File: config.mk
export PLATFORM = sky130hd
export DESIGN_NAME = hai_front
export DESIGN_NICKNAME = d
export VERILOG_FILES = /design/src/hai_pkg.sv /design/src/hai_front.sv
export SDC_FILE = /design/constraint.sdc
export NUM_CORES = 2
export LEC_CHECK = 0
export CORE_MARGIN = 2
export CORE_UTILIZATION = 40
export CTS_BUF_LIST = sky130_fd_sc_hd__clkbuf_4
export CTS_CLUSTER_DIAMETER = 80
export DETAILED_ROUTE_END_ITERATION = 7
export DONT_BUFFER_PORTS = 1
export PLACE_DENSITY_LB_ADDON = 0.15
export SYNTH_ARGS = -nofsm -noshare
export SYNTH_HDL_FRONTEND = slang
export SYNTH_SLANG_ARGS = --single-unit
File: constraint.sdc
create_clock -name clock -period 26.4 [get_ports clock]
set_input_delay 5.28 -clock clock [delete_from_list [all_inputs] [get_ports clock]]
set_output_delay 5.28 -clock clock [all_outputs]
set_load 0.01 [all_outputs]
File: src/hai_pkg.sv
// Shared types, sizes and tables for the Hessian accumulate and invert block.
// Used by hai_front, hai_solver, hai_rsp_q and hessian_accumulate_invert.
`default_nettype none
package hai_pkg;

   localparam int MAX_SAMPLES = 256;
   localparam int SMP_W       = $clog2(MAX_SAMPLES + 1);
   // matrix entry, cofactor and determinant widths
   localparam int MW          = 32 + $clog2(MAX_SAMPLES);
   localparam int CW          = 2 * MW + 1;
   localparam int DW          = 3 * MW + 2;
   localparam int MAX_SHIFT   = 56;
   localparam int NW          = CW + MAX_SHIFT;
   localparam int QW          = 65;
   localparam int NSTEPS      = 21;
   localparam int STEP_W      = $clog2(NSTEPS);
   localparam int MBIT_W      = $clog2(MW);
   localparam int DBIT_W      = $clog2(NW);
   localparam int SHIFT_W     = $clog2(MAX_SHIFT + 1);

   localparam logic [3:0] LAST_ENTRY = 4'd8;

   typedef struct packed {
      logic signed [MW-1:0] sum_xx;
      logic signed [MW-1:0] sum_xy;
      logic signed [MW-1:0] sum_x;
      logic signed [MW-1:0] sum_yy;
      logic signed [MW-1:0] sum_y;
      logic [SMP_W-1:0]     sample_count;
      logic                 overflow_seen;
   } batch_type;

   typedef struct packed {
      logic [3:0]  entry_index;
      logic [63:0] entry_value;
      logic        singular;
      logic        saturated;
      logic        sample_overflow;
      logic        last_entry;
   } result_type;

   typedef enum logic [2:0] {
      S_IDLE, S_LOAD, S_MUL, S_ACC, S_DSET, S_DIV, S_EMIT
   } solver_state_type;

   typedef enum logic [1:0] {
      OP_LOAD, OP_ADD, OP_SUB
   } acc_op_type;

   typedef struct packed {
      logic [3:0] a_sel;
      logic       b_cof;
      logic [3:0] b_sel;
      acc_op_type op;
      logic       store;
      logic       to_det;
      logic [3:0] dest;
   } step_type;

   function automatic step_type mk_step(input logic [3:0] a, input logic cof,
                                        input logic [3:0] b, input acc_op_type op,
                                        input logic st, input logic det,
                                        input logic [3:0] dest);
      step_type s;
      s.a_sel  = a;
      s.b_cof  = cof;
      s.b_sel  = b;
      s.op     = op;
      s.store  = st;
      s.to_det = det;
      s.dest   = dest;
      return s;
   endfunction

   // cofactors as a*b - c*d, then det = m0*c0 + m1*c1 + m2*c2
   function automatic step_type step_rom(input logic [STEP_W-1:0] idx);
      step_type s;
      case (idx)
         5'd0:  s = mk_step(4'd4, 1'b0, 4'd8, OP_LOAD, 1'b0, 1'b0, 4'd0);
         5'd1:  s = mk_step(4'd5, 1'b0, 4'd7, OP_SUB,  1'b1, 1'b0, 4'd0);
         5'd2:  s = mk_step(4'd5, 1'b0, 4'd6, OP_LOAD, 1'b0, 1'b0, 4'd1);
         5'd3:  s = mk_step(4'd3, 1'b0, 4'd8, OP_SUB,  1'b1, 1'b0, 4'd1);
         5'd4:  s = mk_step(4'd3, 1'b0, 4'd7, OP_LOAD, 1'b0, 1'b0, 4'd2);
         5'd5:  s = mk_step(4'd4, 1'b0, 4'd6, OP_SUB,  1'b1, 1'b0, 4'd2);
         5'd6:  s = mk_step(4'd2, 1'b0, 4'd7, OP_LOAD, 1'b0, 1'b0, 4'd3);
         5'd7:  s = mk_step(4'd1, 1'b0, 4'd8, OP_SUB,  1'b1, 1'b0, 4'd3);
         5'd8:  s = mk_step(4'd0, 1'b0, 4'd8, OP_LOAD, 1'b0, 1'b0, 4'd4);
         5'd9:  s = mk_step(4'd2, 1'b0, 4'd6, OP_SUB,  1'b1, 1'b0, 4'd4);
         5'd10: s = mk_step(4'd1, 1'b0, 4'd6, OP_LOAD, 1'b0, 1'b0, 4'd5);
         5'd11: s = mk_step(4'd0, 1'b0, 4'd7, OP_SUB,  1'b1, 1'b0, 4'd5);
         5'd12: s = mk_step(4'd1, 1'b0, 4'd5, OP_LOAD, 1'b0, 1'b0, 4'd6);
         5'd13: s = mk_step(4'd2, 1'b0, 4'd4, OP_SUB,  1'b1, 1'b0, 4'd6);
         5'd14: s = mk_step(4'd2, 1'b0, 4'd3, OP_LOAD, 1'b0, 1'b0, 4'd7);
         5'd15: s = mk_step(4'd0, 1'b0, 4'd5, OP_SUB,  1'b1, 1'b0, 4'd7);
         5'd16: s = mk_step(4'd0, 1'b0, 4'd4, OP_LOAD, 1'b0, 1'b0, 4'd8);
         5'd17: s = mk_step(4'd1, 1'b0, 4'd3, OP_SUB,  1'b1, 1'b0, 4'd8);
         5'd18: s = mk_step(4'd0, 1'b1, 4'd0, OP_LOAD, 1'b0, 1'b0, 4'd0);
         5'd19: s = mk_step(4'd1, 1'b1, 4'd1, OP_ADD,  1'b0, 1'b0, 4'd0);
         5'd20: s = mk_step(4'd2, 1'b1, 4'd2, OP_ADD,  1'b1, 1'b1, 4'd0);
         default: s = mk_step(4'd0, 1'b0, 4'd0, OP_LOAD, 1'b0, 1'b0, 4'd0);
      endcase
      return s;
   endfunction

   // rows and columns 0,1 carry an extra factor 16 each
   function automatic logic [SHIFT_W-1:0] entry_shift(input logic [3:0] k);
      logic [SHIFT_W-1:0] s;
      case (k)
         4'd0, 4'd1, 4'd3, 4'd4: s = SHIFT_W'(56);
         4'd2, 4'd5, 4'd6, 4'd7: s = SHIFT_W'(52);
         default:                s = SHIFT_W'(48);
      endcase
      return s;
   endfunction

endpackage
`default_nettype wire

File: src/hai_front.sv
// Front part: accumulates gradient sums per batch and queues finished batches.
// Depends on hai_pkg.
`default_nettype none
module hai_front import hai_pkg::*; (
   input  wire logic               clock,
   input  wire logic               reset,
   input  wire logic signed [15:0] req_grad_x,
   input  wire logic signed [15:0] req_grad_y,
   input  wire logic               req_batch_end,
   input  wire logic               push,
   output logic                    full,
   output logic                    batch_valid,
   output batch_type               batch,
   input  wire logic               batch_pop
);

   logic signed [MW-1:0] sxx_ff, sxy_ff, sx_ff, syy_ff, sy_ff;
   logic signed [MW-1:0] sxx_in, sxy_in, sx_in, syy_in, sy_in;
   logic [SMP_W-1:0]     cnt_ff, cnt_in;
   logic                 ovf_ff, ovf_in;
   logic signed [31:0]   pxx, pxy, pyy;
   batch_type            snap;
   logic                 accept, take, q_push;

   batch_type            q_mem [2];
   logic                 wr_ptr_ff, rd_ptr_ff;
   logic [1:0]           q_cnt_ff;

   assign accept = push & ~full;
   assign take   = cnt_ff < SMP_W'(MAX_SAMPLES);
   assign pxx    = req_grad_x * req_grad_x;
   assign pxy    = req_grad_x * req_grad_y;
   assign pyy    = req_grad_y * req_grad_y;

   always_comb begin
      sxx_in = sxx_ff;
      sxy_in = sxy_ff;
      sx_in  = sx_ff;
      syy_in = syy_ff;
      sy_in  = sy_ff;
      cnt_in = cnt_ff;
      ovf_in = ovf_ff;
      if (take) begin
         sxx_in = sxx_ff + MW'(pxx);
         sxy_in = sxy_ff + MW'(pxy);
         sx_in  = sx_ff + MW'(req_grad_x);
         syy_in = syy_ff + MW'(pyy);
         sy_in  = sy_ff + MW'(req_grad_y);
         cnt_in = cnt_ff + 1'b1;
      end else begin
         ovf_in = 1'b1;
      end
   end

   always_comb begin
      snap.sum_xx        = sxx_in;
      snap.sum_xy        = sxy_in;
      snap.sum_x         = sx_in;
      snap.sum_yy        = syy_in;
      snap.sum_y         = sy_in;
      snap.sample_count  = cnt_in;
      snap.overflow_seen = ovf_in;
   end

   assign q_push = accept & req_batch_end;

   always_ff @(posedge clock) begin
      if (reset || q_push) begin
         sxx_ff <= '0;
         sxy_ff <= '0;
         sx_ff  <= '0;
         syy_ff <= '0;
         sy_ff  <= '0;
         cnt_ff <= '0;
         ovf_ff <= 1'b0;
      end else if (accept) begin
         sxx_ff <= sxx_in;
         sxy_ff <= sxy_in;
         sx_ff  <= sx_in;
         syy_ff <= syy_in;
         sy_ff  <= sy_in;
         cnt_ff <= cnt_in;
         ovf_ff <= ovf_in;
      end
   end

   // batch queue toward the solver
   always_ff @(posedge clock) begin
      if (q_push) begin
         q_mem[wr_ptr_ff] <= snap;
      end
   end

   always_ff @(posedge clock) begin
      if (reset) begin
         wr_ptr_ff <= 1'b0;
         rd_ptr_ff <= 1'b0;
         q_cnt_ff  <= '0;
      end else begin
         if (q_push) begin
            wr_ptr_ff <= ~wr_ptr_ff;
         end
         if (batch_pop) begin
            rd_ptr_ff <= ~rd_ptr_ff;
         end
         q_cnt_ff <= q_cnt_ff + {1'b0, q_push} - {1'b0, batch_pop};
      end
   end

   assign full        = q_cnt_ff == 2'd2;
   assign batch_valid = q_cnt_ff != 2'd0;
   assign batch       = q_mem[rd_ptr_ff];

endmodule
`default_nettype wire

# Word level (Yosys, flattened, before mapping)
# Memories as Yosys holds them, arrays and structs flattened. A register that Yosys moved wholly into a read port is not among the register bits.
# Cells that the tools add are included.
[totals]
regBits = 214
ramBits = 420
in_bits = 37
output_inout_bits = 212
elab_cells = 42
memories = 1
[classes]
addsub = 8
n_mul = 3
order_cmp = 1
eq_ne = 1
n_mux = 11
n_bitwise = 5
n_reduce_logical = 2
[mem_list]
columns = ["memory", "words", "word_bits", "rd", "rd_ports_with_merged_regs", "wr", "line_no", "text"]
rows = [
  ["q_mem", 2, 210, 1, 1, 1, "hai_front.sv:25", "batch_type q_mem [2];"],
]
[ops]
columns = ["cell", "count"]
rows = [
  ["two-way mux 40 bit", 5],
  ["adder 40 x 32 -> 40 bit", 3],
  ["multiplier 16 x 16 -> 32 bit", 3],
  ["adder 40 x 16 -> 40 bit", 2],
  ["adder 9 x 1 -> 9 bit (second input constant)", 1],
  ["less-than comparator 9 bit (second input constant)", 1],
  ["two-way mux 9 bit", 1],
  ["two-way mux 1 bit", 5],
  ["inverter 1 bit", 3],
  ["adder 2 x 1 -> 2 bit", 1],
  ["AND 1 bit", 2],
  ["equality test 2 bit (second input constant)", 1],
  ["nonzero test 2 bit", 1],
  ["subtractor 2 x 1 -> 2 bit", 1],
  ["logical OR 1 bit", 1],
]

# Depth between registers and ports, before layout
[depth]
word_depth = 6
depth_mapped = 27
mapped_depth_nobuf = 25

# Worst setup path after synthesis
# Ideal clock, no wire load.
[synth_path]
path_type = "in2reg"
start = "input push"
end = "memory q_mem[0][0] in the netlist's numbering, enable pin"
setup_time_ns = 0.784
t_arrival_ns = 14.463
required_ns = 25.616
slack_ns = 11.152
stages = 4
path_buffers = 1
path_cell_list = "nor2b_1 clkbuf_1 nand2_1 nor2_1"
[synth_via]
elab_chain_cells = 4
[synth_rtl]
columns = ["element", "line_no", "text"]
rows = [
  ["start, declared", "hai_front.sv:10", "input wire logic push,"],
  ["AND 1 bit", "hai_front.sv:29", "assign accept = push & ~full;"],
  ["AND 1 bit", "hai_front.sv:65", "assign q_push = accept & req_batch_end;"],
  ["two-way mux 1 bit", "hai_front.sv:89", "if (q_push) begin"],
  ["two-way mux 1 bit (implied by the code)", "hai_front.sv:90", "q_mem[wr_ptr_ff] <= snap;"],
  ["end, declared", "hai_front.sv:25", ""],
]
# No other way between the ends.

# Final worst setup path
[layout_path]
start = "input req_grad_x[15]"
end = "memory q_mem[1][162] in the netlist's numbering, data pin"
[layout_via]
elab_chain_cells = 3
[layout_rtl]
columns = ["element", "line_no", "text"]
rows = [
  ["start, declared", "hai_front.sv:7", "input wire logic signed [15:0] req_grad_x,"],
  ["multiplier 16 x 16 -> 32 bit", "hai_front.sv:32", "assign pxy = req_grad_x * req_grad_y;"],
  ["adder 40 x 32 -> 40 bit", "hai_front.sv:45", "sxy_in = sxy_ff + MW'(pxy);"],
  ["two-way mux 40 bit", "hai_front.sv:43", "if (take) begin"],
  ["named net sxy_in[32]", "hai_front.sv:18", "logic signed [MW-1:0] sxx_in, sxy_in, sx_in, syy_in, sy_in;"],
]
# The timed path passes the listed nets, and every way through them passes these cells.

==> results_dict.tcl <==
set metrics [dict create \
    status "complete, no violations" \
    synth.distinct_cells 81 \
    cp_data_arrival_time_ns 12.57 \
    post-route-period-util_pct 44.2 \
    dieArea_um2 164000 \
    cts_buffer_depth 3 \
    antenna_found_initial 11 \
    grt_usage_pct 21.4 \
    drt_pass1_iterations 6 \
    worstSkewPairLatency_ns 1.23 \
    rsz0062_at_grt "no" \
    grt_pass1_wl_um 270000 \
    ctsResizeCount 0 \
    numCtsBuffers 184 \
    timing_hold_violations_final 0 \
    die_h_um 405 \
    drive_above_1_share_pct 9.54 \
    ff2ff_path_depth 18 \
    crit_path_end "q_mem[1][162]" \
    nets 7849 \
    post_drt_wl_per_cell_um 19.6 \
    drtIter0Drc 2509 \
    pin_count 249 \
    cp-start-kind "primary input" \
    final_util_pct 43.0 \
    startpoint "req_grad_x[15]" \
    routabilityCongestion 0.877 \
    holdWs_ns 0.467 \
    max_freq_ghz 0.0857 \
    maxSlewHeadroom_pct 18.6 \
    hpwl_um 125000 \
    synth_fp_nets 7888 \
    vias 44100 \
    drc_errors 0 \
    final_cell_mix "inv_1, fa_1, nand2_1" \
    die_w_um 405 \
    cts-root-buf "clkbuf_4" \
    initial_core_util_pct 40.2 \
    synth_ff_type "edfxtp_1" \
    post-cts-setup-buffer-count 0 \
    portBuffers 0 \
    grt_pass1_vias 46800 \
    setup_viol 0 \
    fin_tns_setup_ns 0 \
    tightestPinTransition_ns 1.22 \
    crit_fanout 75 \
    slew_viol_final 0 \
    layout_commonest_cell "inv_1" \
    h-tree-depth 4 \
    ys.warnings.count 0 \
    r2r-start "sxy_ff[23]" \
    avgSynthCellArea_um2 9.94 \
    grt_max_degree 110 \
    syn_inst 6463 \
    final_antenna_net_count 0 \
    cts_tree "done" \
    syn2layout_area_growth_pct 7.02 \
    worstHoldPathType "reg -> reg" \
    wl_um 171000 \
    via_per_inst 5.08 \
    syn_area_um2 64300 \
    reg2reg_slack_ns 20.02 \
    end_kind "register" \
    clk_pin_slew_ns 0.06 \
    fin_skew_ns 0.104 \
    synth-seq-area-share_pct 26.3 \
    fin_crit_ns 11.66 \
    clkSinkCount 635 \
    r2r_end "q_mem[1][162]" \
    fill_cells 15700 \
    grt_overflow_total 0 \
    crit_type "in -> reg" \
    rows 147 \
    synth_edf_count 420 \
    ctsHoldBuffers 0 \
    core_area_um2 160000 \
    maxCapViolations 0 \
    ys_seq_elements 635 \
    synthArstFlopShare_pct 0 \
    required_ns 27.30 \
]
-- sequential cells by signal, indices dropped and copies added, names as in the netlist, 2 cells and up, named ones only --
signal    count
cnt_ff        9
sx_ff        40
sxx_ff       40
q_cnt_ff      2
syy_ff       40
sxy_ff       40
sy_ff        40
q_mem       420
-- stage by stage --
step / std cells / cell area (µm²) / worst slack (ns)
after global placement: 8324 / 66200 / 13.80
final: 8682 / 68800 / 14.74
after CTS: 8671 / 68800 / 15.07
after floorplan: 6463 / 64300 / 11.15
after global routing: 8681 / 68800 / 14.47
after detailed placement: 8324 / 66200 / 13.74
-- kinds of logic after synthesis --
kind of cell / share of synthesized area (%)
AOI/OAI and AO/OA: 8.44
xor gates and xnor gates: 3.03
adders and majority gates: 37.9
buffers and inverters: 9.10
DFF: 26.3
muxes: 4.27
and+or+nand+nor: 11.0
-- cell type report --
cell class | instances | area, µm² | area share [%]
Timing Repair Buffer | 36 | 283 | 0.411
Tap cell | 2086 | 2610 | 3.79
Inverter | 1296 | 4860 | 7.07
Antenna cell | 11 | 27.5 | 0.0400
Clock inverter | 58 | 338 | 0.491
Multi-Input combinational cell | 4271 | 41600 | 60.4
Clock buffer | 289 | 2170 | 3.15
Sequential cell | 635 | 16900 | 24.6
-- how the worst min path moves through the flow --
stage | from | endpoint | depth (start not counted)
detailed placement | ovf_ff | ovf_ff | 2
CTS | ovf_ff | ovf_ff | 2
floorplan | ovf_ff | ovf_ff | 2
global route | sy_ff[20] | sy_ff[20] | 2
finish | ovf_ff | ovf_ff | 2
global placement | ovf_ff | ovf_ff | 2
-- cell usage after synthesis, types with 6 or more instances --
library cell	instances	area, µm²
o21ai_1	46	230
a211o_1	9	78.8
nor3_1	85	425
o21ai_0	258	1290
mux2_2	234	2640
nand3b_1	6	45.0
o21a_1	31	233
a31o_2	14	123
a221o_1	6	60.1
or4_1	8	60.1
clkbuf_1	237	890
nor2b_1	39	244
xor2_1	86	753
o31a_1	6	52.6
a21oi_1	213	1070
nand3_1	90	450
nand2_1	657	2470
o21bai_1	24	180
and3_1	22	138
a211oi_1	20	150
nor2_1	330	1240
and4_1	8	70.1
nand4_1	25	156
nand2b_1	27	169
fa_1	930	18600
nor4_1	7	43.8
edfxtp_1	420	12600
and2_1	204	1280
or3_1	13	81.3
inv_1	1286	4830
mux2i_1	11	110
o31ai_1	19	143
a31oi_1	27	169
buf_1	22	82.6
or2_2	11	68.8
ha_1	458	5730
xnor2_1	136	1190
a21o_1	107	803
o211ai_1	21	158
dfxtp_1	215	4300
-- per-layer routing --
metal | part of all wire (%) | vias to the layer above | track usage (%)
li1 | - | 20700 | -
met4 | 1.7 | 8 | 4.80
met1 | 44 | 22300 | 28.7
met3 | 6.2 | 215 | 4.86
met5 | 0.029 | - | 0
met2 | 48 | 959 | 35.4
-- worst max-delay path: stages --
cell and delay [ns]:
nand2_1 0.19, inv_1 0.09, fa_1 0.75, fa_1 0.46, inv_1 0.35, fa_1 0.49, inv_1 0.09, fa_1 0.42
fa_1 0.49, inv_1 0.05, fa_1 0.48, inv_1 0.04, ha_1 0.37, a21oi_1 0.21, o21bai_1 0.08, a21oi_1 0.33
or4b_1 0.49, a211oi_1 0.55, nor2_1 0.20, a221o_1 0.40, a21oi_1 0.20, xor2_1 0.35, o21ai_1 0.12
Power is left out: the tool's default activity adds up to more than one toggle a clock period on the data nets, which glitch-free logic cannot reach.
