$ cat config.mk
export PLATFORM = sky130hd
export DESIGN_NAME = hai_rsp_q
export DESIGN_NICKNAME = d
export VERILOG_FILES = /design/src/hai_pkg.sv /design/src/hai_rsp_q.sv
export SDC_FILE = /design/constraint.sdc
export NUM_CORES = 1
export LEC_CHECK = 0
export BUFFER_PORTS_ARGS = -buffer_cell sky130_fd_sc_hd__buf_4
export CAP_MARGIN = 20
export CORE_MARGIN = 4
export CORE_UTILIZATION = 35
export CTS_CLUSTER_DIAMETER = 30
export CTS_CLUSTER_SIZE = 14
export DETAILED_ROUTE_END_ITERATION = 8
export PLACE_DENSITY_LB_ADDON = 0.2
export SETUP_SLACK_MARGIN = 0.4
export SYNTH_ARGS = -nofsm -noshare
export SYNTH_HDL_FRONTEND = slang
export SYNTH_SLANG_ARGS = --single-unit
export TNS_END_PERCENT = 30
$ cat constraint.sdc
create_clock -name clock -period 4.65 [get_ports clock]
set_input_delay 0.465 -clock clock [delete_from_list [all_inputs] [get_ports clock]]
set_output_delay 0.465 -clock clock [all_outputs]
set_load 0.05 [all_outputs]
$ cat src/hai_pkg.sv
// Shared types, sizes and tables for the Hessian accumulate and invert block.
// Used by hai_front, hai_solver, hai_rsp_q and hessian_accumulate_invert.
`default_nettype none
package hai_pkg;

   localparam int MAX_SAMPLES = 256;
   localparam int SMP_W       = $clog2(MAX_SAMPLES + 1);
   // matrix entry, cofactor and determinant widths
   localparam int MW          = 32 + $clog2(MAX_SAMPLES);
   localparam int CW          = 2 * MW + 1;
   localparam int DW          = 3 * MW + 2;
   localparam int MAX_SHIFT   = 56;
   localparam int NW          = CW + MAX_SHIFT;
   localparam int QW          = 65;
   localparam int NSTEPS      = 21;
   localparam int STEP_W      = $clog2(NSTEPS);
   localparam int MBIT_W      = $clog2(MW);
   localparam int DBIT_W      = $clog2(NW);
   localparam int SHIFT_W     = $clog2(MAX_SHIFT + 1);

   localparam logic [3:0] LAST_ENTRY = 4'd8;

   typedef struct packed {
      logic signed [MW-1:0] sum_xx;
      logic signed [MW-1:0] sum_xy;
      logic signed [MW-1:0] sum_x;
      logic signed [MW-1:0] sum_yy;
      logic signed [MW-1:0] sum_y;
      logic [SMP_W-1:0]     sample_count;
      logic                 overflow_seen;
   } batch_type;

   typedef struct packed {
      logic [3:0]  entry_index;
      logic [63:0] entry_value;
      logic        singular;
      logic        saturated;
      logic        sample_overflow;
      logic        last_entry;
   } result_type;

   typedef enum logic [2:0] {
      S_IDLE, S_LOAD, S_MUL, S_ACC, S_DSET, S_DIV, S_EMIT
   } solver_state_type;

   typedef enum logic [1:0] {
      OP_LOAD, OP_ADD, OP_SUB
   } acc_op_type;

   typedef struct packed {
      logic [3:0] a_sel;
      logic       b_cof;
      logic [3:0] b_sel;
      acc_op_type op;
      logic       store;
      logic       to_det;
      logic [3:0] dest;
   } step_type;

   function automatic step_type mk_step(input logic [3:0] a, input logic cof,
                                        input logic [3:0] b, input acc_op_type op,
                                        input logic st, input logic det,
                                        input logic [3:0] dest);
      step_type s;
      s.a_sel  = a;
      s.b_cof  = cof;
      s.b_sel  = b;
      s.op     = op;
      s.store  = st;
      s.to_det = det;
      s.dest   = dest;
      return s;
   endfunction

   // cofactors as a*b - c*d, then det = m0*c0 + m1*c1 + m2*c2
   function automatic step_type step_rom(input logic [STEP_W-1:0] idx);
      step_type s;
      case (idx)
         5'd0:  s = mk_step(4'd4, 1'b0, 4'd8, OP_LOAD, 1'b0, 1'b0, 4'd0);
         5'd1:  s = mk_step(4'd5, 1'b0, 4'd7, OP_SUB,  1'b1, 1'b0, 4'd0);
         5'd2:  s = mk_step(4'd5, 1'b0, 4'd6, OP_LOAD, 1'b0, 1'b0, 4'd1);
         5'd3:  s = mk_step(4'd3, 1'b0, 4'd8, OP_SUB,  1'b1, 1'b0, 4'd1);
         5'd4:  s = mk_step(4'd3, 1'b0, 4'd7, OP_LOAD, 1'b0, 1'b0, 4'd2);
         5'd5:  s = mk_step(4'd4, 1'b0, 4'd6, OP_SUB,  1'b1, 1'b0, 4'd2);
         5'd6:  s = mk_step(4'd2, 1'b0, 4'd7, OP_LOAD, 1'b0, 1'b0, 4'd3);
         5'd7:  s = mk_step(4'd1, 1'b0, 4'd8, OP_SUB,  1'b1, 1'b0, 4'd3);
         5'd8:  s = mk_step(4'd0, 1'b0, 4'd8, OP_LOAD, 1'b0, 1'b0, 4'd4);
         5'd9:  s = mk_step(4'd2, 1'b0, 4'd6, OP_SUB,  1'b1, 1'b0, 4'd4);
         5'd10: s = mk_step(4'd1, 1'b0, 4'd6, OP_LOAD, 1'b0, 1'b0, 4'd5);
         5'd11: s = mk_step(4'd0, 1'b0, 4'd7, OP_SUB,  1'b1, 1'b0, 4'd5);
         5'd12: s = mk_step(4'd1, 1'b0, 4'd5, OP_LOAD, 1'b0, 1'b0, 4'd6);
         5'd13: s = mk_step(4'd2, 1'b0, 4'd4, OP_SUB,  1'b1, 1'b0, 4'd6);
         5'd14: s = mk_step(4'd2, 1'b0, 4'd3, OP_LOAD, 1'b0, 1'b0, 4'd7);
         5'd15: s = mk_step(4'd0, 1'b0, 4'd5, OP_SUB,  1'b1, 1'b0, 4'd7);
         5'd16: s = mk_step(4'd0, 1'b0, 4'd4, OP_LOAD, 1'b0, 1'b0, 4'd8);
         5'd17: s = mk_step(4'd1, 1'b0, 4'd3, OP_SUB,  1'b1, 1'b0, 4'd8);
         5'd18: s = mk_step(4'd0, 1'b1, 4'd0, OP_LOAD, 1'b0, 1'b0, 4'd0);
         5'd19: s = mk_step(4'd1, 1'b1, 4'd1, OP_ADD,  1'b0, 1'b0, 4'd0);
         5'd20: s = mk_step(4'd2, 1'b1, 4'd2, OP_ADD,  1'b1, 1'b1, 4'd0);
         default: s = mk_step(4'd0, 1'b0, 4'd0, OP_LOAD, 1'b0, 1'b0, 4'd0);
      endcase
      return s;
   endfunction

   // rows and columns 0,1 carry an extra factor 16 each
   function automatic logic [SHIFT_W-1:0] entry_shift(input logic [3:0] k);
      logic [SHIFT_W-1:0] s;
      case (k)
         4'd0, 4'd1, 4'd3, 4'd4: s = SHIFT_W'(56);
         4'd2, 4'd5, 4'd6, 4'd7: s = SHIFT_W'(52);
         default:                s = SHIFT_W'(48);
      endcase
      return s;
   endfunction

endpackage
`default_nettype wire

$ cat src/hai_rsp_q.sv
// Two-entry result queue between the solver and the result ports.
// Depends on hai_pkg.
`default_nettype none
module hai_rsp_q import hai_pkg::*; (
   input  wire logic       clock,
   input  wire logic       reset,
   input  wire logic       wr_valid,
   input  wire result_type wr_data,
   output logic            wr_ready,
   output logic            empty,
   input  wire logic       pop,
   output result_type      rd_data
);

   result_type mem [2];
   logic       wr_ptr_ff, rd_ptr_ff;
   logic [1:0] cnt_ff;
   logic       do_wr, do_rd;

   assign wr_ready = cnt_ff != 2'd2;
   assign empty    = cnt_ff == 2'd0;
   assign do_wr    = wr_valid & wr_ready;
   assign do_rd    = pop & ~empty;
   assign rd_data  = mem[rd_ptr_ff];

   always_ff @(posedge clock) begin
      if (do_wr) begin
         mem[wr_ptr_ff] <= wr_data;
      end
   end

   always_ff @(posedge clock) begin
      if (reset) begin
         wr_ptr_ff <= 1'b0;
         rd_ptr_ff <= 1'b0;
         cnt_ff    <= '0;
      end else begin
         if (do_wr) begin
            wr_ptr_ff <= ~wr_ptr_ff;
         end
         if (do_rd) begin
            rd_ptr_ff <= ~rd_ptr_ff;
         end
         cnt_ff <= cnt_ff + {1'b0, do_wr} - {1'b0, do_rd};
      end
   end

endmodule
`default_nettype wire

-- Word level (Yosys, flattened, before mapping)
Memory sizes are Yosys's and may differ from the RTL's. A register that Yosys moved wholly into a read port is not among the register bits.
Cells that the tools add are included.
- add/subtract/negate cells: 2
- reductions and logical operators: 1
- equality and inequality tests: 1
- bitwise logic cells: 5
- multiplexer cells: 4
- operator list (cell ; number):
    1-bit two-way mux ; 4
    1-bit NOT ; 3
    2-bit by 1-bit adder with 2-bit output ; 1
    1-bit bitwise AND ; 2
    2-bit logical NOT ; 1
    2-bit != test, second input constant ; 1
    2-bit by 1-bit subtractor with 2-bit output ; 1
- output and inout port bits: 74
- memories: 1
- logic and storage cells: 17
- bits in writable memories: 144
- bits of input ports: 76
- bits in registers: 4
- memories (name ; depth ; width ; read ports ; clocked after Yosys merged registers in ; write ports ; RTL line ; text):
    mem ; 2 ; 72 ; 1 ; 1 ; 1 ; hai_rsp_q.sv:15 ; result_type mem [2];

-- Longest topological paths before layout
Gate-level depths: netlist of the first run.
- depth in word-level cells: 5
- depth in mapped cells: 8
- depth with buffers taken out: 8

-- Least setup slack after synthesis of the first run
No wires, ideal clock.
- path kind: reg-to-reg
- start: register cnt_ff[0]
- end: memory mem[0][0] (netlist bit), enable pin
- setup time: 0.502 ns
- data required time: 4.148 ns
- clock period less this slack: 4.292 ns
- cell stages (with the launch flop): 4
- path slack: 0.358 ns
- buffers on the path: 0
- arrival: 3.789 ns
- path through: dfxtp_1 -> nand2b_2 -> nand2_2 -> nor2_1
- cells in the longest elaborated chain, start to end: 4
- RTL lines (item ; RTL line ; text):
    from (decl) ; hai_rsp_q.sv:17 ; logic [1:0] cnt_ff;
    from (signal assigned) ; hai_rsp_q.sv:44 ; cnt_ff <= cnt_ff + {1'b0, do_wr} - {1'b0, do_rd};
    2-bit != test ; hai_rsp_q.sv:20 ; assign wr_ready = cnt_ff != 2'd2;
    named net wr_ready ; hai_rsp_q.sv:9 ; output logic wr_ready,
    1-bit bitwise AND ; hai_rsp_q.sv:22 ; assign do_wr = wr_valid & wr_ready;
    1-bit two-way mux ; hai_rsp_q.sv:27 ; if (do_wr) begin
    1-bit two-way mux (implied by the code) ; hai_rsp_q.sv:28 ; mem[wr_ptr_ff] <= wr_data;
    to (decl) ; hai_rsp_q.sv:15 ;
The timed path passes the listed nets, and every way through them passes these cells.

==> flow_metrics.env, run 1 <==
export IMPL_status="completed"
export IMPL_syn_area_per_cell_um2=23.3
export IMPL_cts_tree="yes"
export IMPL_critical_path_class="flip-flop to output port"
export IMPL_power_leakage_nw=3.00
export IMPL_drive_gt1_share_pct=61.2
export IMPL_hp_class="primary input to flip-flop"
export IMPL_netlist_cell_type_count=16
export IMPL_clock_sinks=149
export IMPL_crit_chain="buf_4 > mux2_2 > buf_4"
export IMPL_holdBufCountCts=0
export IMPL_final_design_area_no_fill_mm2=0.00771
export IMPL_grt_pass1_wl_um=16100
export IMPL_cts_buffers=17
export IMPL_place_congestion=0.668
export IMPL_grt_pass1_vias=3060
export IMPL_worst_skew_pair_late_latency_ns=0.41
export IMPL_hold_viol_final=0
export IMPL_postRouteWirelength_um=10400
export IMPL_h_tree_depth=4
export IMPL_path_clk_slew_ns=0.06
export IMPL_final_common_cell="buf_4"
export IMPL_antenna_found_initial=0
export IMPL_skew_ns=0.00573
export IMPL_gr_usage_met2_pct=18.9
export IMPL_worstSetupStartpointType="flip-flop"
export IMPL_clk_path_buf_depth=2
export IMPL_ys_warn_count=0
export IMPL_drt_iter0_drc=141
export IMPL_mostFrequentLayoutCells="buf_4 (151), edfxtp_1 (144), mux2_4 (70)"
export IMPL_grt_met3_usage_pct=4.71
export IMPL_slowest_stage="buf_4"
export IMPL_port_buffers=149
export IMPL_p_sw_share_pct=34.0
export IMPL_maxCapViolations=0
export IMPL_critical_path_required_ns=4.18
export IMPL_max_vdd_ir_drop_uv=280
export IMPL_cp_end_kind="output port"
export IMPL_rsz0062_at_grt="no"
export IMPL_maxClockFrequency_mhz=421
export IMPL_final_nets=490
export IMPL_cts_resized=0
export IMPL_tns_ns=0
export IMPL_power_frac_seq_pct=35.4
export IMPL_grt_max_degree=73
export IMPL_worst_slew_pin_transition_ns=1.05
export IMPL_ios=150
export IMPL_finalSetupViolations=0
export IMPL_slew_headroom_pct=30.0
export IMPL_initial_core_util_pct=36.0
export IMPL_place_area_mm2=0.00710
export IMPL_postRouteAntennaNets=0
export IMPL_placementRows=46
export IMPL_routed_via_density=4.35
export IMPL_grt_overflow_total=0
export IMPL_vias=2786
export IMPL_path_max_fanout=36
export IMPL_layout_min_cycle_time_ns=2.38
export IMPL_finalCritPeriodShare_pct=51.1
export IMPL_met1_usage_pct=13.3
export IMPL_instances_no_fill=641
export IMPL_dp_cells=609
export IMPL_n_antenna_cell=0
export IMPL_combPwrFrac_pct=35.8
export IMPL_drc=0
export IMPL_power_share_clock_pct=28.8
export IMPL_fp_dieW_um=137
export IMPL_p_per_area_mw_per_mm2=635
export IMPL_syn2layout_area_growth_pct=33.4
export IMPL_arrival_ns=1.91
export IMPL_syn_nets=326
export IMPL_grt_busiest_layer="met2"
export IMPL_crit_top_cell="buf_4"
export IMPL_ys_seq_area_share_pct=76.6
export IMPL_root_buffer="clkbuf_16"
export IMPL_grt_use_total_pct=11.5
export IMPL_postCtsSetupRepairBufs=0
export IMPL_p_int_w=0.00324
export IMPL_coreArea_mm2=0.0161
export IMPL_power_switching_w=0.00166
export IMPL_synth_seq_cells=149
export IMPL_drtPass1Iterations=4
export IMPL_wire_per_inst_um=16.2
export IMPL_dp_hpwl_um=6720
export IMPL_max_stage_delay_ns=0.56
export IMPL_synth_area_mm2=0.00578
export IMPL_synth_cells=248
export IMPL_slew_viol_final=0
export IMPL_dieArea_mm2=0.0186
export IMPL_die_y_um=137
[layout make-up]
type,instances,area [um2]
fill,1381,8350
sequential,149,4430
multi-input combinational,90,1210
timing repair buffer,153,1180
clock buffer,19,433
tap,216,270
clock inverter,13,183
inverter,1,3.75
[flip-flops by register name, summed over array words and instances, names as in the netlist, named ones only]
register,cells
rd_ptr_ff,1
cnt_ff,2
wr_ptr_ff,1
mem,144
[power by group through the flow]
stage / Clock (W) / Combinational [W] / Sequential, W
6_report: 0.00141 / 0.00175 / 0.00174
5_1_grt: 0.00151 / 0.00184 / 0.00175
4_1_cts: 0.00145 / 0.00179 / 0.00174
3_5_place_dp: 0 / 0.00179 / 0.00177
3_3_place_gp: 0 / 0.00176 / 0.00176
2_1_floorplan: 0 / 0.00138 / 0.00176
[synthesized netlist by cell type (all sizes together)]
cell type	count	area (um2)
edfxtp	144	4320
buf	8	151
and3	1	6.26
xnor2	2	17.5
nand2	1	6.26
o21a	1	7.51
xor2	1	8.76
ha	2	25.0
nand2b	1	8.76
dfxtp	5	100
nor2	6	22.5
mux2	73	1080
nor2b	2	12.5
inv	1	3.75
[cells by family (layout without fill, tap and decap cells)]
family / count (synthesis) / in the layout / share of synthesized area [%]
muxes: 73 / 73 / 18.8
adders and majority gates: 2 / 2 / 0.433
and+or+nand+nor: 11 / 11 / 0.974
xor gates and xnor gates: 3 / 3 / 0.455
buffers and inverters: 9 / 186 / 2.68
DFF: 149 / 149 / 76.6
AOI/OAI and AO/OA: 1 / 1 / 0.130
[final timing paths]
path / from / to / slack, ns / cells after the start
worst max register to register: cnt_ff[0] / mem[1][44] / 2.79 / 2
worst min-delay path: wr_data[10] / mem[1][10] / 0.24 / 1
worst min register to register: rd_ptr_ff / rd_ptr_ff / 0.52 / 2
worst max-delay path: flip-flop / rd_data[71] / 2.27 / 3
[layer usage]
metal | vias up | share of wire [%]
li1 | 1302 | -
met1 | 1364 | 41
met2 | 104 | 49
met3 | 16 | 8.1
met4 | 0 | 1.8
met5 | - | 0
[critical path: cells and delay by family (launching register included)]
family                 cells  cell delay [ns]
DFF                        1             0.34
muxes                      1             0.41
buffers and inverters      2             0.75
[stage by stage]
stage	total power, W	hold WS (ns)	utilization (%)	setup WS (ns)
floorplan	0.00314	0.481	-	1.57
global placement	0.00352	0.494	44.0	2.41
detailed placement	0.00355	0.503	44.2	2.67
CTS	0.00498	0.213	48.0	2.22
global route	0.00510	0.212	48.0	2.18
finish	0.00490	0.235	48.0	2.27
Note: power is estimated with default switching activity, not from simulation.
==> run 2: changes to the inputs <==
Clock period 4.65 ns to 2.3 ns, I/O delays scaled along.
==> run 2 against run 1 <==
Effect of this change: hold slack worse by 0.043 ns; worst setup slack got worse by 1.8 ns; core utilization increased by 5.5 points; combinational power increased by 120%; via count is 9.0% higher; sequential cell count unchanged; largest cell class unchanged; sequential share of layout area shrank 5.9 points; clock skew decreased by 0.0023 ns.
==> flow_metrics.env, run 2 (synthesis gave the netlist of run 1 again) <==
export IMPL_placementRows=46
export IMPL_power_leakage_nw=3.39
export IMPL_h_tree_depth=4
export IMPL_n_antenna_cell=0
export IMPL_skew_ns=0.00343
export IMPL_die_y_um=137
export IMPL_place_area_mm2=0.00717
export IMPL_tns_ns=0
export IMPL_hold_viol_final=0
export IMPL_rsz0062_at_grt="yes"
export IMPL_wire_per_inst_um=15.5
export IMPL_postRouteAntennaNets=0
export IMPL_finalCritPeriodShare_pct=79.7
export IMPL_reg2reg_slack_ns=0.71
export IMPL_final_design_area_no_fill_mm2=0.00860
export IMPL_grt_pass1_vias=3313
export IMPL_slowest_stage="dfxtp_4"
export IMPL_top_register="mem"
export IMPL_maxCapViolations=0
export IMPL_finalSetupViolations=0
export IMPL_grt_pass1_wl_um=17000
export IMPL_drive_gt1_share_pct=53.0
export IMPL_initial_core_util_pct=36.0
export IMPL_rr_startpoint="cnt_ff[0]"
export IMPL_layout_min_cycle_time_ns=1.83
export IMPL_dp_slack_ns=0.657
export IMPL_antenna_found_initial=0
export IMPL_reg2reg_to="mem[1][66]"
export IMPL_syn2layout_area_growth_pct=48.7
export IMPL_cts_buffers=17
export IMPL_routed_via_density=4.18
export IMPL_clk_path_buf_depth=2
export IMPL_hp_start="wr_valid"
export IMPL_worstRegToRegCells=3
export IMPL_slew_viol_final=0
export IMPL_final_common_cell="buf_4"
export IMPL_max_stage_delay_ns=0.36
export IMPL_fp_dieW_um=137
export IMPL_grt_use_total_pct=12.1
export IMPL_root_buffer="clkbuf_16"
export IMPL_dp_hpwl_um=6930
export IMPL_clock_sinks=149
export IMPL_largest_register_ffs=144
export IMPL_cp_end_kind="output port"
export IMPL_p_per_area_mw_per_mm2=1180
export IMPL_arrival_ns=1.60
export IMPL_critical_path_class="flip-flop to output port"
export IMPL_coreArea_mm2=0.0161
export IMPL_holdPathStages=3
export IMPL_path_max_fanout=21
export IMPL_critical_path_required_ns=2.07
export IMPL_worst_slew_pin_transition_ns=0.473
export IMPL_vias=3038
export IMPL_hp_class="primary input to flip-flop"
export IMPL_worstSetupStartpointType="flip-flop"
export IMPL_place_congestion=0.684
export IMPL_drtPass1Iterations=4
export IMPL_top_regs="mem (144), cnt_ff (2)"
export IMPL_hold_path_end="wr_ptr_ff"
export IMPL_grt_max_degree=73
export IMPL_final_nets=576
export IMPL_mostFrequentLayoutCells="buf_4 (158), edfxtp_1 (144), dlygate4sd3_1 (73)"
export IMPL_drt_iter0_drc=107
export IMPL_drc=0
export IMPL_ios=150
export IMPL_cts_tree="yes"
export IMPL_maxClockFrequency_mhz=546
export IMPL_worst_skew_pair_late_latency_ns=0.41
export IMPL_slew_headroom_pct=68.5
export IMPL_crit_chain="buf_12 > buf_16 > mux2_4 > buf_4"
export IMPL_max_vdd_ir_drop_uv=532
export IMPL_dieArea_mm2=0.0186
export IMPL_postRouteWirelength_um=11300
export IMPL_path_clk_slew_ns=0.06
export IMPL_grt_overflow_total=0
export IMPL_status="completed"
export IMPL_port_buffers=149
export IMPL_fin_ws_ns=0.467
## run 2: cell count changes in the layout (fill, tap and decap cells not counted), sizes merged
cell | previous run | this run
dlygate4sd3 | 0 | 73
buf | 153 | 164
clkbuf | 19 | 21
clkinv | 6 | 8
clkinvlp | 3 | 1
## run 2: timing repair
action | in CTS | in global routing
endpoints found under the setup margin | 57 | 50
hold endpoints to repair | 145 | 0
hold buffers | 73 | 0
setup buffers | 3 | 5
cloned | 0 | 1
resized for setup | 0 | 1
## run 2: routing by layer
layer	share of wire, %	track usage, %	routed length (um)	vias to the layer above
li1	-	-	-	1474
met1	41	14.3	4590	1446
met2	51	20.3	5700	105
met3	7.1	4.30	804	13
met4	1.4	5.04	163	0
met5	0	0	0	-
## run 2: how the worst max path moves through the flow
stage	start	to	slack, ns	depth (start not counted)
after floorplan	cnt_ff[0]	mem[0][0]	0.16	3
after global placement	cnt_ff[0]	mem[1][6]	0.67	3
after detailed placement	cnt_ff[0]	mem[1][10]	0.66	3
after CTS	flip-flop	rd_data[71]	0.38	3
after global routing	flip-flop	rd_data[71]	0.40	4
final	flip-flop	rd_data[54]	0.47	4
## run 2: through the flow
stage / utilization [%] / power (W) / hold WS, ns / std cells
after floorplan: - / 0.00636 / 0.294 / 248
final: 53.5 / 0.0101 / 0.192 / 727
after detailed placement: 44.6 / 0.00723 / 0.418 / 613
after CTS: 53.0 / 0.0102 / 0.167 / 721
after global routing: 53.5 / 0.0106 / 0.191 / 727
after global placement: 44.6 / 0.00720 / 0.415 / 613
## run 2: critical path: cells and delay by family, from the launching register on
family / cells / cell delay (ns)
buffers and inverters: 3 / 0.49
DFF: 1 / 0.36
muxes: 1 / 0.33
## run 2: where the power goes
part	internal (W)	total (W)	switching (W)	leakage, nW
Clock	0.00179	0.00277	0.000978	0.290
Combinational	0.00154	0.00383	0.00228	1.72
Sequential	0.00342	0.00352	0.000104	1.39
## run 2: area by class of cell
class | instances | area, um2
clock buffer | 19 | 433
clock inverter | 13 | 163
fill | 1269 | 7460
inverter | 1 | 3.75
multi-input combinational | 90 | 1220
sequential | 149 | 4430
tap | 216 | 270
timing repair buffer | 239 | 2070
